<file path="src/rtl/core/tpdc_pkg.sv">
// Shared constants, types and the divider step function for the timer prescale calculator.
package tpdc_pkg;

  localparam int unsigned FREQ_W  = 24;
  localparam int unsigned FIN_W   = 20;  // in-range frequencies fit here
  localparam int unsigned MODE_W  = 3;
  localparam int unsigned PRE_W   = 8;
  localparam int unsigned REM_W   = 22;  // holds the 2457600 dividend and any divisor
  localparam int unsigned COUNT_W = 9;
  localparam int unsigned QIDX_W  = 4;
  localparam int unsigned TRIAL_W = REM_W + COUNT_W;
  localparam int unsigned NUM_MODES = 8;
  localparam int unsigned BITS_PER_STAGE = 3;

  localparam logic [REM_W-1:0]   CLOCK_HZ  = REM_W'(2457600);
  localparam logic [FREQ_W-1:0]  FREQ_MIN  = FREQ_W'(48);
  localparam logic [FREQ_W-1:0]  FREQ_MAX  = FREQ_W'(614400);
  localparam logic [COUNT_W-1:0] COUNT_MAX = COUNT_W'(256);

  localparam logic [MODE_W-1:0] MODE_NONE = MODE_W'(0);

  localparam logic [PRE_W-1:0] PRESCALE_BY_MODE [NUM_MODES] =
    '{8'd0, 8'd4, 8'd10, 8'd16, 8'd50, 8'd64, 8'd100, 8'd200};

  // lower band edge for modes 1..7; entry 0 unused
  localparam logic [FIN_W-1:0] BAND_FLOOR [NUM_MODES] =
    '{20'd0, 20'd2400, 20'd960, 20'd600, 20'd192, 20'd150, 20'd96, 20'd48};

  typedef struct packed {
    logic [MODE_W-1:0] mode;
    logic [REM_W-1:0]  divisor;
  } front_t;

  typedef struct packed {
    logic [MODE_W-1:0]  mode;
    logic [REM_W-1:0]   divisor;
    logic [REM_W-1:0]   rem;
    logic [COUNT_W-1:0] quot;
  } div_t;

  // Restoring division: resolve three quotient bits from bit 'base' down.
  function automatic div_t div_step3(div_t s, int unsigned base);
    logic [TRIAL_W-1:0] trial;
    div_t r;
    r = s;
    for (int j = 0; j < BITS_PER_STAGE; j++) begin
      trial = {{COUNT_W{1'b0}}, r.divisor} << (base - j);
      if ({{COUNT_W{1'b0}}, r.rem} >= trial) begin
        r.rem = r.rem - trial[REM_W-1:0];
        r.quot[QIDX_W'(base - j)] = 1'b1;
      end
    end
    return r;
  endfunction

endpackage

</file>
<file path="src/rtl/core/timer_prescale_divisor_calc.sv">
// Top level of the timer prescale calculator for a 2.4576 MHz timer clock.
// Usage:
//   Input channel (tick_valid/tick_ready) carries a wanted tick frequency
//   in hertz on tick_freq. Output channel (result_valid/result_ready) returns
//   one transaction per request: prescale_mode (0 = rejected, 1..7 = divide
//   by 4, 10, 16, 50, 64, 100, 200) and timer_count, the quotient of
//   2457600 by prescale times frequency (1..256, 0 when rejected).
//   Frequencies outside 48..614400 are rejected.
// Pipeline: an accepted request passes through five register stages before
//   result_valid: band select, prescale multiply, and three divider stages
//   that each resolve three quotient bits.
// Throughput: one transaction per cycle; a new request enters every cycle
//   while results drain.
// Stall: when result_ready is low, a full stage holds its item and empty
//   stages ahead of it still fill; tick_ready drops once every stage is full.
// Reset: rst clears all stage valid bits; no request is in flight afterward.
module timer_prescale_divisor_calc (
  input  logic                          clk,
  input  logic                          rst,
  input  logic                          tick_valid,
  output logic                          tick_ready,
  input  logic [tpdc_pkg::FREQ_W-1:0]   tick_freq,
  output logic                          result_valid,
  input  logic                          result_ready,
  output logic [tpdc_pkg::MODE_W-1:0]   prescale_mode,
  output logic [tpdc_pkg::COUNT_W-1:0]  timer_count
);
  import tpdc_pkg::*;

  logic   front_valid;
  logic   front_ready;
  front_t front_data;

  tpdc_front u_front (
    .clk       (clk),
    .rst       (rst),
    .in_valid  (tick_valid),
    .in_ready  (tick_ready),
    .freq      (tick_freq),
    .out_valid (front_valid),
    .out_ready (front_ready),
    .out_data  (front_data)
  );

  tpdc_divider u_divider (
    .clk       (clk),
    .rst       (rst),
    .in_valid  (front_valid),
    .in_ready  (front_ready),
    .in_data   (front_data),
    .out_valid (result_valid),
    .out_ready (result_ready),
    .mode      (prescale_mode),
    .count     (timer_count)
  );

`ifndef ASSERT_OFF
  a_reject_zero: assert property (@(posedge clk) disable iff (rst)
    result_valid && prescale_mode == MODE_NONE |-> timer_count == '0)
    else $error("rejected result has nonzero count");

  a_count_range: assert property (@(posedge clk) disable iff (rst)
    result_valid && prescale_mode != MODE_NONE |->
      timer_count != '0 && timer_count <= COUNT_MAX)
    else $error("timer count out of range");

  a_no_bubble_stall: assert property (@(posedge clk) disable iff (rst)
    result_ready |-> tick_ready)
    else $error("pipeline stalls while output drains");
`endif

endmodule

</file>
<file path="src/rtl/core/tpdc_front.sv">
// Band select and prescale multiply: two register stages.
module tpdc_front (
  input  logic                          clk,
  input  logic                          rst,
  input  logic                          in_valid,
  output logic                          in_ready,
  input  logic [tpdc_pkg::FREQ_W-1:0]   freq,
  output logic                          out_valid,
  input  logic                          out_ready,
  output tpdc_pkg::front_t              out_data
);
  import tpdc_pkg::*;

  logic              valid1;
  logic [MODE_W-1:0] mode1;
  logic [FIN_W-1:0]  freq1;
  logic              ready1;
  logic [MODE_W-1:0] mode1_next;

  logic   valid2;
  front_t data2;
  logic   ready2;
  logic [PRE_W+FIN_W-1:0] product;

  // pick the smallest divide whose band floor the frequency reaches
  always_comb begin
    mode1_next = MODE_NONE;
    if (freq >= FREQ_MIN && freq <= FREQ_MAX) begin
      for (int m = NUM_MODES - 1; m >= 1; m--) begin
        if (freq[FIN_W-1:0] >= BAND_FLOOR[m]) mode1_next = MODE_W'(m);
      end
    end
  end

  assign ready2 = !valid2 || out_ready;
  assign ready1 = !valid1 || ready2;
  assign in_ready = ready1;

  always_ff @(posedge clk) begin
    if (rst) begin
      valid1 <= 1'b0;
    end else if (ready1) begin
      valid1 <= in_valid;
    end
    if (in_valid && ready1) begin
      mode1 <= mode1_next;
      freq1 <= (mode1_next == MODE_NONE) ? '0 : freq[FIN_W-1:0];
    end
  end

  // out-of-range items carry a zero divisor
  assign product = PRESCALE_BY_MODE[mode1] * freq1;

  always_ff @(posedge clk) begin
    if (rst) begin
      valid2 <= 1'b0;
    end else if (ready2) begin
      valid2 <= valid1;
    end
    if (valid1 && ready2) begin
      data2.mode    <= mode1;
      data2.divisor <= product[REM_W-1:0];
    end
  end

  assign out_valid = valid2;
  assign out_data  = data2;

endmodule

</file>
<file path="src/rtl/core/tpdc_divider.sv">
// Three-stage restoring divider of the timer clock by the prescaled frequency.
module tpdc_divider (
  input  logic                          clk,
  input  logic                          rst,
  input  logic                          in_valid,
  output logic                          in_ready,
  input  tpdc_pkg::front_t              in_data,
  output logic                          out_valid,
  input  logic                          out_ready,
  output logic [tpdc_pkg::MODE_W-1:0]   mode,
  output logic [tpdc_pkg::COUNT_W-1:0]  count
);
  import tpdc_pkg::*;

  localparam int unsigned NUM_STAGES = COUNT_W / BITS_PER_STAGE;

  logic valid [NUM_STAGES];
  logic ready [NUM_STAGES];
  div_t stage [NUM_STAGES];
  div_t head;

  always_comb begin
    head.mode    = in_data.mode;
    head.divisor = in_data.divisor;
    head.rem     = CLOCK_HZ;
    head.quot    = '0;
  end

  for (genvar g = 0; g < NUM_STAGES; g++) begin : g_stage
    localparam int unsigned BASE = COUNT_W - 1 - g * BITS_PER_STAGE;
    logic valid_prev;
    div_t data_prev;

    if (g == 0) begin : g_first
      assign valid_prev = in_valid;
      assign data_prev  = head;
    end else begin : g_rest
      assign valid_prev = valid[g-1];
      assign data_prev  = stage[g-1];
    end

    if (g == NUM_STAGES - 1) begin : g_last
      assign ready[g] = !valid[g] || out_ready;
    end else begin : g_mid
      assign ready[g] = !valid[g] || ready[g+1];
    end

    always_ff @(posedge clk) begin
      if (rst) begin
        valid[g] <= 1'b0;
      end else if (ready[g]) begin
        valid[g] <= valid_prev;
      end
      if (valid_prev && ready[g]) begin
        stage[g] <= div_step3(data_prev, BASE);
      end
    end
  end

  assign in_ready  = ready[0];
  assign out_valid = valid[NUM_STAGES-1];
  assign mode      = stage[NUM_STAGES-1].mode;
  // rejected items divide by zero; force their count to zero
  assign count     = (stage[NUM_STAGES-1].mode == MODE_NONE) ? '0
                                                               : stage[NUM_STAGES-1].quot;

endmodule
</file>
<file path="config.mk">
export PLATFORM = sky130hd
export DESIGN_NAME = timer_prescale_divisor_calc
export DESIGN_NICKNAME = d
export VERILOG_FILES = /design/src/rtl/core/tpdc_pkg.sv /design/src/rtl/core/timer_prescale_divisor_calc.sv /design/src/rtl/core/tpdc_front.sv /design/src/rtl/core/tpdc_divider.sv
export SDC_FILE = /design/constraint.sdc
export NUM_CORES = 1
export LEC_CHECK = 0
export ABC_CLOCK_PERIOD_IN_PS = 12100
export BUFFER_PORTS_ARGS = -buffer_cell sky130_fd_sc_hd__buf_4
export CORE_ASPECT_RATIO = 0.75
export CORE_MARGIN = 2
export CORE_UTILIZATION = 30
export DETAILED_ROUTE_END_ITERATION = 10
export PLACE_DENSITY = 0.46
export RECOVER_POWER = 50
export SETUP_SLACK_MARGIN = 0.1
export SLEW_MARGIN = 0
export SYNTH_ARGS = -nofsm -noshare
export SYNTH_HDL_FRONTEND = slang
export SYNTH_SLANG_ARGS = --single-unit
</file>
<file path="constraint.sdc">
create_clock -name clk -period 12.1 [get_ports clk]
set_input_delay 0 -clock clk [delete_from_list [all_inputs] [get_ports clk]]
set_output_delay 0 -clock clk [all_outputs]
set_load 0.02 [all_outputs]
</file>
==> results of run 1 <==
[layout make-up]
| cell class | instances | area (µm²) | share of cell area [%] |
|---|---|---|---|
| Inverter | 164 | 616 | 3.36 |
| Multi-Input combinational cell | 1348 | 11000 | 60.1 |
| Clock buffer | 17 | 425 | 2.32 |
| Clock inverter | 15 | 155 | 0.847 |
| Tap cell | 722 | 903 | 4.93 |
| Sequential cell | 154 | 4600 | 25.1 |
| Timing Repair Buffer | 78 | 608 | 3.32 |
[Yosys cell counts (5+ instances only)]
master / count
ha_1: 180
fa_1: 79
nand2b_1: 22
mux2i_1: 7
o211ai_1: 14
a21oi_1: 101
nor2b_1: 68
mux2_4: 9
a31oi_1: 15
o31ai_1: 10
o21bai_1: 14
or2_2: 6
o21a_1: 25
or4_1: 6
a211o_1: 5
or3_1: 12
edfxtp_1: 152
xnor2_1: 80
o22ai_1: 6
a21o_1: 42
mux2_2: 64
and3_1: 16
clkbuf_1: 23
nor3b_1: 6
nor2_1: 105
a21boi_0: 8
o31a_1: 5
nand3_1: 22
nand2_1: 97
o21ai_0: 75
nand4_1: 16
nor4_1: 5
a211oi_1: 15
xor2_1: 40
nor3_1: 29
inv_1: 162
and2_1: 86
buf_2: 6
[worst paths after layout]
path | start | endpoint | slack, ns | cells past startpoint
worst max-delay path | u_divider.stage[0][38]$_DFFE_PP_ | u_divider.stage[0][74]$_DFFE_PP_ | 3.29 | 30
worst min-delay path | tick_freq[20] | u_front.mode1[0]$_DFFE_PP_ | 0.26 | 5
worst max register to register | u_divider.stage[0][38]$_DFFE_PP_ | u_divider.stage[0][74]$_DFFE_PP_ | 3.29 | 30
worst min register to register | u_divider.stage[0][62]$_DFFE_PP_ | u_divider.stage[0][118]$_DFFE_PP_ | 0.42 | 0
[per-stage QoR]
step	cells	util, %	instance area (µm²)	power (mW)
3_5_place_dp	2442	32.3	17500	1.45
4_1_cts	2498	33.9	18400	2.01
2_1_floorplan	1704	-	16400	1.27
5_1_grt	2498	33.8	18300	2.13
3_3_place_gp	2442	32.3	17500	1.44
6_report	2498	33.8	18300	1.99
[metal layers]
metal	vias to the layer above	part of all wire, %	routed length, µm	track usage, %
met5	-	0	0	0
met4	0	0.63	257	2.54
met3	15	2.7	1100	1.74
met2	193	42	17300	22.3
met1	5953	54	22100	22.4
li1	6176	-	-	-
[power groups by stage]
stage	Clock [mW]	Sequential [mW]	Combinational [mW]
after floorplan	0	0.672	0.602
after CTS	0.559	0.684	0.767
final	0.543	0.684	0.762
after detailed placement	0	0.695	0.756
after global routing	0.579	0.689	0.863
after global placement	0	0.695	0.749
[sequential cells by signal (all words and copies together) (netlist names)]
| name | flops |
|---|---|
| u_front.mode1 | 3 |
| u_front.valid1 | 1 |
| u_front.out_data | 24 |
| u_divider.stage | 102 |
| u_front.freq1 | 20 |
| u_front.out_valid | 1 |
| u_divider.valid | 3 |
[logic make-up after synthesis]
logic type | Yosys count
XOR/XNOR | 120
flip-flops | 154
buffers and inverters | 202
multiplexers | 80
adder cells (fa/ha/maj) | 259
AND/OR/NAND/NOR | 508
AO/OA/AOI/OAI | 381
[what timing repair did]
| item | CTS | global route |
|---|---|---|
| hold buffers | 24 | 0 |
| hold endpoints to repair | 28 | 0 |
| setup buffers | 0 | 0 |
[worst reg2reg max path: cells and delay by family, from the launching register on]
kind / cells / cell delay (ns)
AO/OA/AOI/OAI: 16 / 4.81
AND/OR/NAND/NOR: 5 / 0.83
adder cells (fa/ha/maj): 3 / 0.97
buffers and inverters: 4 / 0.66
multiplexers: 2 / 0.88
flip-flops: 1 / 0.39
==> metrics.md, run 1 <==
| Metric | Value |
|---|---|
| Share of post-route cells with drive strength above 1 | `roughly 10%` |
| Total GRT Usage | `between 10% and 20%` |
| Die width | `274 µm` |
| Routed Antenna Nets | `0` |
| Synth Area per Inst | `around 9.6 µm²` |
| Worst Hold Class | `in -> reg` |
| Vias/cell | `4.94` |
| Cells after Synth | `around 1700` |
| Initial antenna violation count | `1` |
| Crit Path Max Fanout | `19` |
| Clk Latency, worst-skew pair | `0.45 ns` |
| Number of synthesized flops with an enable pin | `152` |
| Most frequent CP cell | `ha_1` |
| Failing checks | `max-capacitance violations, max-slew violations` |
| Combinational power share | `38.3%` |
| Final setup vio count | `0` |
| Most common cell after layout, fill and taps aside | `ha_1` |
| Vias in the first global route | `11901` |
| WL final | `40800 µm` |
| Synth Area in Simple Gates | `16.2%` |
| FP Rows | `between 70 and 80` |
| Flops & latches, synth | `154` |
| Endpoints failing hold | `0` |
| Slowest stage delay, CP | `0.81 ns` |
| CTS max path bufs | `2` |
| Switch Pwr | `0.713 mW` |
| Clk sink count | `154` |
| Layout area overhead | `11.7%` |
| Worst Path Buf+Inv | `4` |
| Place WS | `3.41 ns` |
| Top-area cell type share of the netlist area | `27.8%` |
| Largest cells by area after synthesis | `edfxtp_1 (28%), ha_1 (14%), fa_1 (9.6%)` |
| Yosys Warn Count | `0` |
| Number of CTS-inserted buffers | `17` |
| Final #Nets | `2050` |
| Core footprint | `54300 µm²` |
| DR pass1 iterations | `5` |
| Adder-cell area share of the yosys netlist | `23.4%` |
| Final Hold Slack | `0.260 ns` |
| Primary FF master, synth | `edfxtp_1` |
| XOR/XNOR share of the synthesized area | `between 6 and 7%` |
| Largest net degree at the start of global routing | `50` |
| Starting Density | `30.2%` |
| Max Clock Freq | `113 MHz` |
| Sw Ratio | `35.8%` |
| Measured slew at the worst slew-check pin | `3.04 ns` |
| TritonCTS clock tree | `yes` |
| Number of max-cap violations | `1` |
| Setup crit start kind | `flip-flop` |
| Cell taking the most area after synthesis | `edfxtp_1` |
| Clk root buf | `clkbuf_16` |
| Iteration-0 DRC Markers | `811` |
| RePlAce Congestion | `0.854` |
| Largest family of logic cells by synthesized area | `adder cells` |
| Min Tclk post-route | `roughly 9 ns` |
| Port Buffers | `41` |
| RSZ-0062 raised after global routing | `no` |
| Cell area after synthesis | `16400 µm²` |
| # H-tree levels | `4` |
| Crit share post-route | `72.8%` |
| HPWL Detailed | `33400 µm` |
| Worst-case vdd ir drop | `108 µV` |
| Top-level I/O count | `42` |
| CP Data Required Time | `12.28 ns` |
| Final Skew | `~0.016 ns` |
| Max Slew Vio Count | `50` |
| Chip Height | `206 µm` |
| Sequential power share | `34.4%` |
| Ys async rst share | `0%` |
| Mux share of post-synthesis cell area | `5.64%` |
| CTS clk-pin slew, worst paths | `~0.070 ns` |
| Worst path arrival time | `~9 ns` |
| Worst slew margin | `-103%` |
| Sequential area share after synthesis | `28.1%` |
| Post-synth cell types | `79` |
| Compound-Gate Fraction of Synth Area | `15.5%` |
| Die Area | `56600 µm²` |
| Slowest-stage cell, CP | `a21oi_2` |
| Post-Syn Nets | `roughly 2000` |
| Status | `complete, but fails checks` |
| Leak pwr | `around 7.7 nW` |
| Setup TNS | `0 ns` |
| Fin worst setup slack | `3.29 ns` |
| Fill cell count | `5628` |
| Ant diodes | `0` |
| Most frequent cells in the layout | `ha_1 (180), inv_1 (162), edfxtp_1 (152), nor2_1 (104), a21oi_1 (100)` |
| CP Capture Type | `flip-flop` |
| GRT overflow | `0` |
| First-pass GRT wire length | `65600 µm` |
| Post-CTS Resized | `0` |
| Crit Path Category | `reg -> reg` |
| Part of the power in the clock network | `27.3%` |
| Family with the most delay on the worst path | `compound AO/OA/AOI/OAI gates` |
| P_int | `1.28 mW` |
| DR vias | `12337` |
| Average routed wire per standard cell | `between 15 and 20 µm` |
| DRC errors left | `0` |
| Pwr dens | `roughly 110 nW/µm²` |
Note: power is estimated with default switching activity, not from simulation.
==> run 2: changes to the inputs <==
--- a/config.mk
+++ b/config.mk
@@ -5,7 +5,8 @@
 export SDC_FILE = /design/constraint.sdc
 export NUM_CORES = 1
 export LEC_CHECK = 0
-export ABC_CLOCK_PERIOD_IN_PS = 12100
+export ABC_AREA = 1
+export ABC_CLOCK_PERIOD_IN_PS = 8700
 export BUFFER_PORTS_ARGS = -buffer_cell sky130_fd_sc_hd__buf_4
 export CORE_ASPECT_RATIO = 0.75
 export CORE_MARGIN = 2
==> constraint.sdc (replaced) <==
create_clock -name clk -period 8.7 [get_ports clk]
set_input_delay 0 -clock clk [delete_from_list [all_inputs] [get_ports clk]]
set_output_delay 0 -clock clk [all_outputs]
set_load 0.02 [all_outputs]
==> metrics.md, run 2 <==
| Metric | Value |
|---|---|
| Setup crit start kind | `flip-flop` |
| Cell taking the most area after synthesis | `edfxtp_1` |
| Vias in the first global route | `16723` |
| Crit share post-route | `between 80% and 90%` |
| Core footprint | `61800 µm²` |
| DRC errors left | `0` |
| DR pass1 iterations | `5` |
| Most common cell after layout, fill and taps aside | `nand2_1` |
| Final setup vio count | `0` |
| CTS max path bufs | `2` |
| Max Clock Freq | `138 MHz` |
| Total GRT Usage | `around a fifth` |
| Average routed wire per standard cell | `18.3 µm` |
| Pwr dens | `170 nW/µm²` |
| Most frequent cells in the layout | `nand2_1 (747), inv_1 (449), nor2_1 (289), nand3_1 (199), ha_1 (180)` |
| Port Buffers | `41` |
| Min Tclk post-route | `about 7.3 ns` |
| Sequential area share after synthesis | `24.7%` |
| Share of post-route cells with drive strength above 1 | `4.79%` |
| Worst slew margin | `-117%` |
| CP Data Required Time | `8.91 ns` |
| Leak pwr | `10.4 nW` |
| Cells on Worst Hold Path | `6` |
| Chip Height | `220 µm` |
| First-pass GRT wire length | `around 100000 µm` |
| Final Skew | `0.0129 ns` |
| WL final | `65200 µm` |
| RePlAce Congestion | `between 0.9 and 1` |
| Most frequent CP cell | `nand2_1` |
| Largest cells by area after synthesis | `edfxtp_1 (24%), nand2_1 (15%), ha_1 (12%)` |
| Clk Latency, worst-skew pair | `0.48 ns` |
| Crit Path Max Fanout | `20` |
| Synth Area per Inst | `6.96 µm²` |
| Post-Syn Nets | `slightly below 3000` |
| Max FFs per register | `102` |
| Cells after Synth | `roughly 2700` |
| Final Instance Area | `about 21000 µm²` |
| Post-CTS Resized | `0` |
| Worst Hold Class | `in -> reg` |
| FP Rows | `around 80` |
| GRT overflow | `0` |
| Status | `complete, but fails checks` |
| Ys async rst share | `0%` |
| Count leader, synth | `nand2_1` |
| Post-synth cell types | `51` |
| FF-to-FF path depth | `32` |
| Biggest register | `u_divider.stage` |
| Routed Antenna Nets | `0` |
| Endpoints failing hold | `0` |
| Cell area after synthesis | `18700 µm²` |
| Yosys Warn Count | `0` |
| CTS clk-pin slew, worst paths | `approximately 0.08 ns` |
| Top-area cell type share of the netlist area | `24.5%` |
| CP Capture Type | `flip-flop` |
| Layout area overhead | `10.7%` |
| Die Area | `approximately 64000 µm²` |
| Slowest stage delay, CP | `0.45 ns` |
| Measured slew at the worst slew-check pin | `3.25 ns` |
| Worst-case vdd ir drop | `roughly 160 µV` |
| Number of synthesized flops with an enable pin | `152` |
| Number of CTS-inserted buffers | `17` |
| Initial antenna violation count | `1` |
| Starting Density | `30.2%` |
| Fill cell count | `6655` |
| DR vias | `around 17000` |
| Setup TNS | `0 ns` |
| Die width | `slightly below 300 µm` |
| Worst R2R End | `u_divider.stage[0][79]$_DFFE_PP_` |
| Max Slew Vio Count | `74` |
| Placed instance area | `about 20000 µm²` |
| Clk sink count | `154` |
| Crit Path Category | `reg -> reg` |
| RSZ-0062 raised after global routing | `no` |
| Ant diodes | `0` |
| Postcts setup bufs | `0` |
| Flops & latches, synth | `154` |
| Top-level I/O count | `42` |
| Vias/cell | `4.85` |
| Largest net degree at the start of global routing | `49` |
| Primary FF master, synth | `edfxtp_1` |
| Worst path arrival time | `between 7 and 8 ns` |
| Failing checks | `max-capacitance violations, max-slew violations` |
| Iteration-0 DRC Markers | `1576` |
| Clk root buf | `clkbuf_16` |
| # H-tree levels | `4` |
| Slowest-stage cell, CP | `nand2_1` |
| Synth cell count leaders | `nand2_1 (746), inv_1 (451), nor2_1 (290)` |
| Pwr Total | `approximately 3.5 mW` |
| Reg2reg start | `u_divider.stage[0][45]$_DFFE_PP_` |
| Hold EP | `u_front.mode1[1]$_DFFE_PP_` |
| HP Start | `tick_freq[23]` |
| TritonCTS clock tree | `yes` |
| Flop2flop setup slack | `roughly 1.4 ns` |
| Number of max-cap violations | `2` |
| Final #Nets | `around 3000` |
| HPWL Detailed | `between 50000 and 60000 µm` |
## run 2: cell count changes after synthesis, moves of 21 or more
cell,change
nor2b_1,-68
and2_1,-60
nand3_1,+177
nand2_1,+649
a21oi_1,+33
mux2_2,-64
a21o_1,-33
nand2b_1,-21
inv_1,+289
nor2_1,+185
nand4_1,+28
xnor2_1,-47
## run 2: critical path: cells and delay by family (launching register included)
kind / cells / cell delay, ns
compound gates: 4 / 1.04
flops: 1 / 0.44
buf+inv: 5 / 1.31
fa+ha+maj: 3 / 1.11
simple gates: 20 / 3.08
## run 2: cell families (layout without fill, tap and decap cells)
group,Yosys count,after routing,share of synthesized area (%)
AND/OR/NAND/NOR,1395,1395,31.8
buffers and inverters,511,583,10.7
AO/OA/AOI/OAI,282,282,8.45
adder cells (fa/ha/maj),259,259,20.5
flip-flops,154,154,24.7
XOR/XNOR,82,82,3.85
## run 2: per-stage QoR
step	setup slack, ns	cells	util, %	hold slack, ns
after global placement	1.64	3509	32.1	0.218
final	1.44	3565	33.5	0.0603
after detailed placement	1.68	3509	32.1	0.225
after floorplan	3.79	2683	-	0.0691
after CTS	1.63	3565	33.5	0.0188
after global routing	0.928	3565	33.5	0.0814
## run 2: where the power goes
group / switching [mW] / total (mW) / internal, mW
clock network: 0.371 / 0.806 / 0.435
registers: 0.0780 / 1.00 / 0.922
logic: 1.12 / 1.70 / 0.577
## run 2: routing by layer
layer | track usage (%) | vias to the layer above | share of wire [%]
met1 | 32.3 | 8059 | 54
li1 | - | 8737 | -
met2 | 29.5 | 464 | 39
met4 | 3.52 | 0 | 0.84
met5 | 0 | - | 0
met3 | 3.64 | 40 | 6.2
## run 2: what timing repair did
action	CTS	global route
setup endpoints to repair	0	0
hold buffers	24	0
hold endpoints to repair	31	0
## run 2: area by class of cell
type                            count  area [µm²]  share of cell area [%]
Clock buffer                       17         425                    2.06
Clock inverter                     15         175                   0.848
Inverter                          476        1790                    8.65
Multi-Input combinational cell   2018       12100                    58.4
Sequential cell                   154        4600                    22.3
Tap cell                          810        1010                    4.90
Timing Repair Buffer               75         589                    2.85
## run 2: how the worst max path moves through the flow
stage               slack (ns)                        startpoint                          endpoint  depth (start not counted)
floorplan                 3.79        u_front.mode1[2]$_DFFE_PP_    u_front.out_data[21]$_DFFE_PP_                         22
global placement          1.64  u_divider.stage[0][45]$_DFFE_PP_  u_divider.stage[0][79]$_DFFE_PP_                         32
detailed placement        1.68  u_divider.stage[0][45]$_DFFE_PP_  u_divider.stage[0][79]$_DFFE_PP_                         32
CTS                       1.63  u_divider.stage[0][45]$_DFFE_PP_  u_divider.stage[0][79]$_DFFE_PP_                         32
global route              0.93  u_divider.stage[0][45]$_DFFE_PP_  u_divider.stage[0][79]$_DFFE_PP_                         32
finish                    1.44  u_divider.stage[0][45]$_DFFE_PP_  u_divider.stage[0][79]$_DFFE_PP_                         32
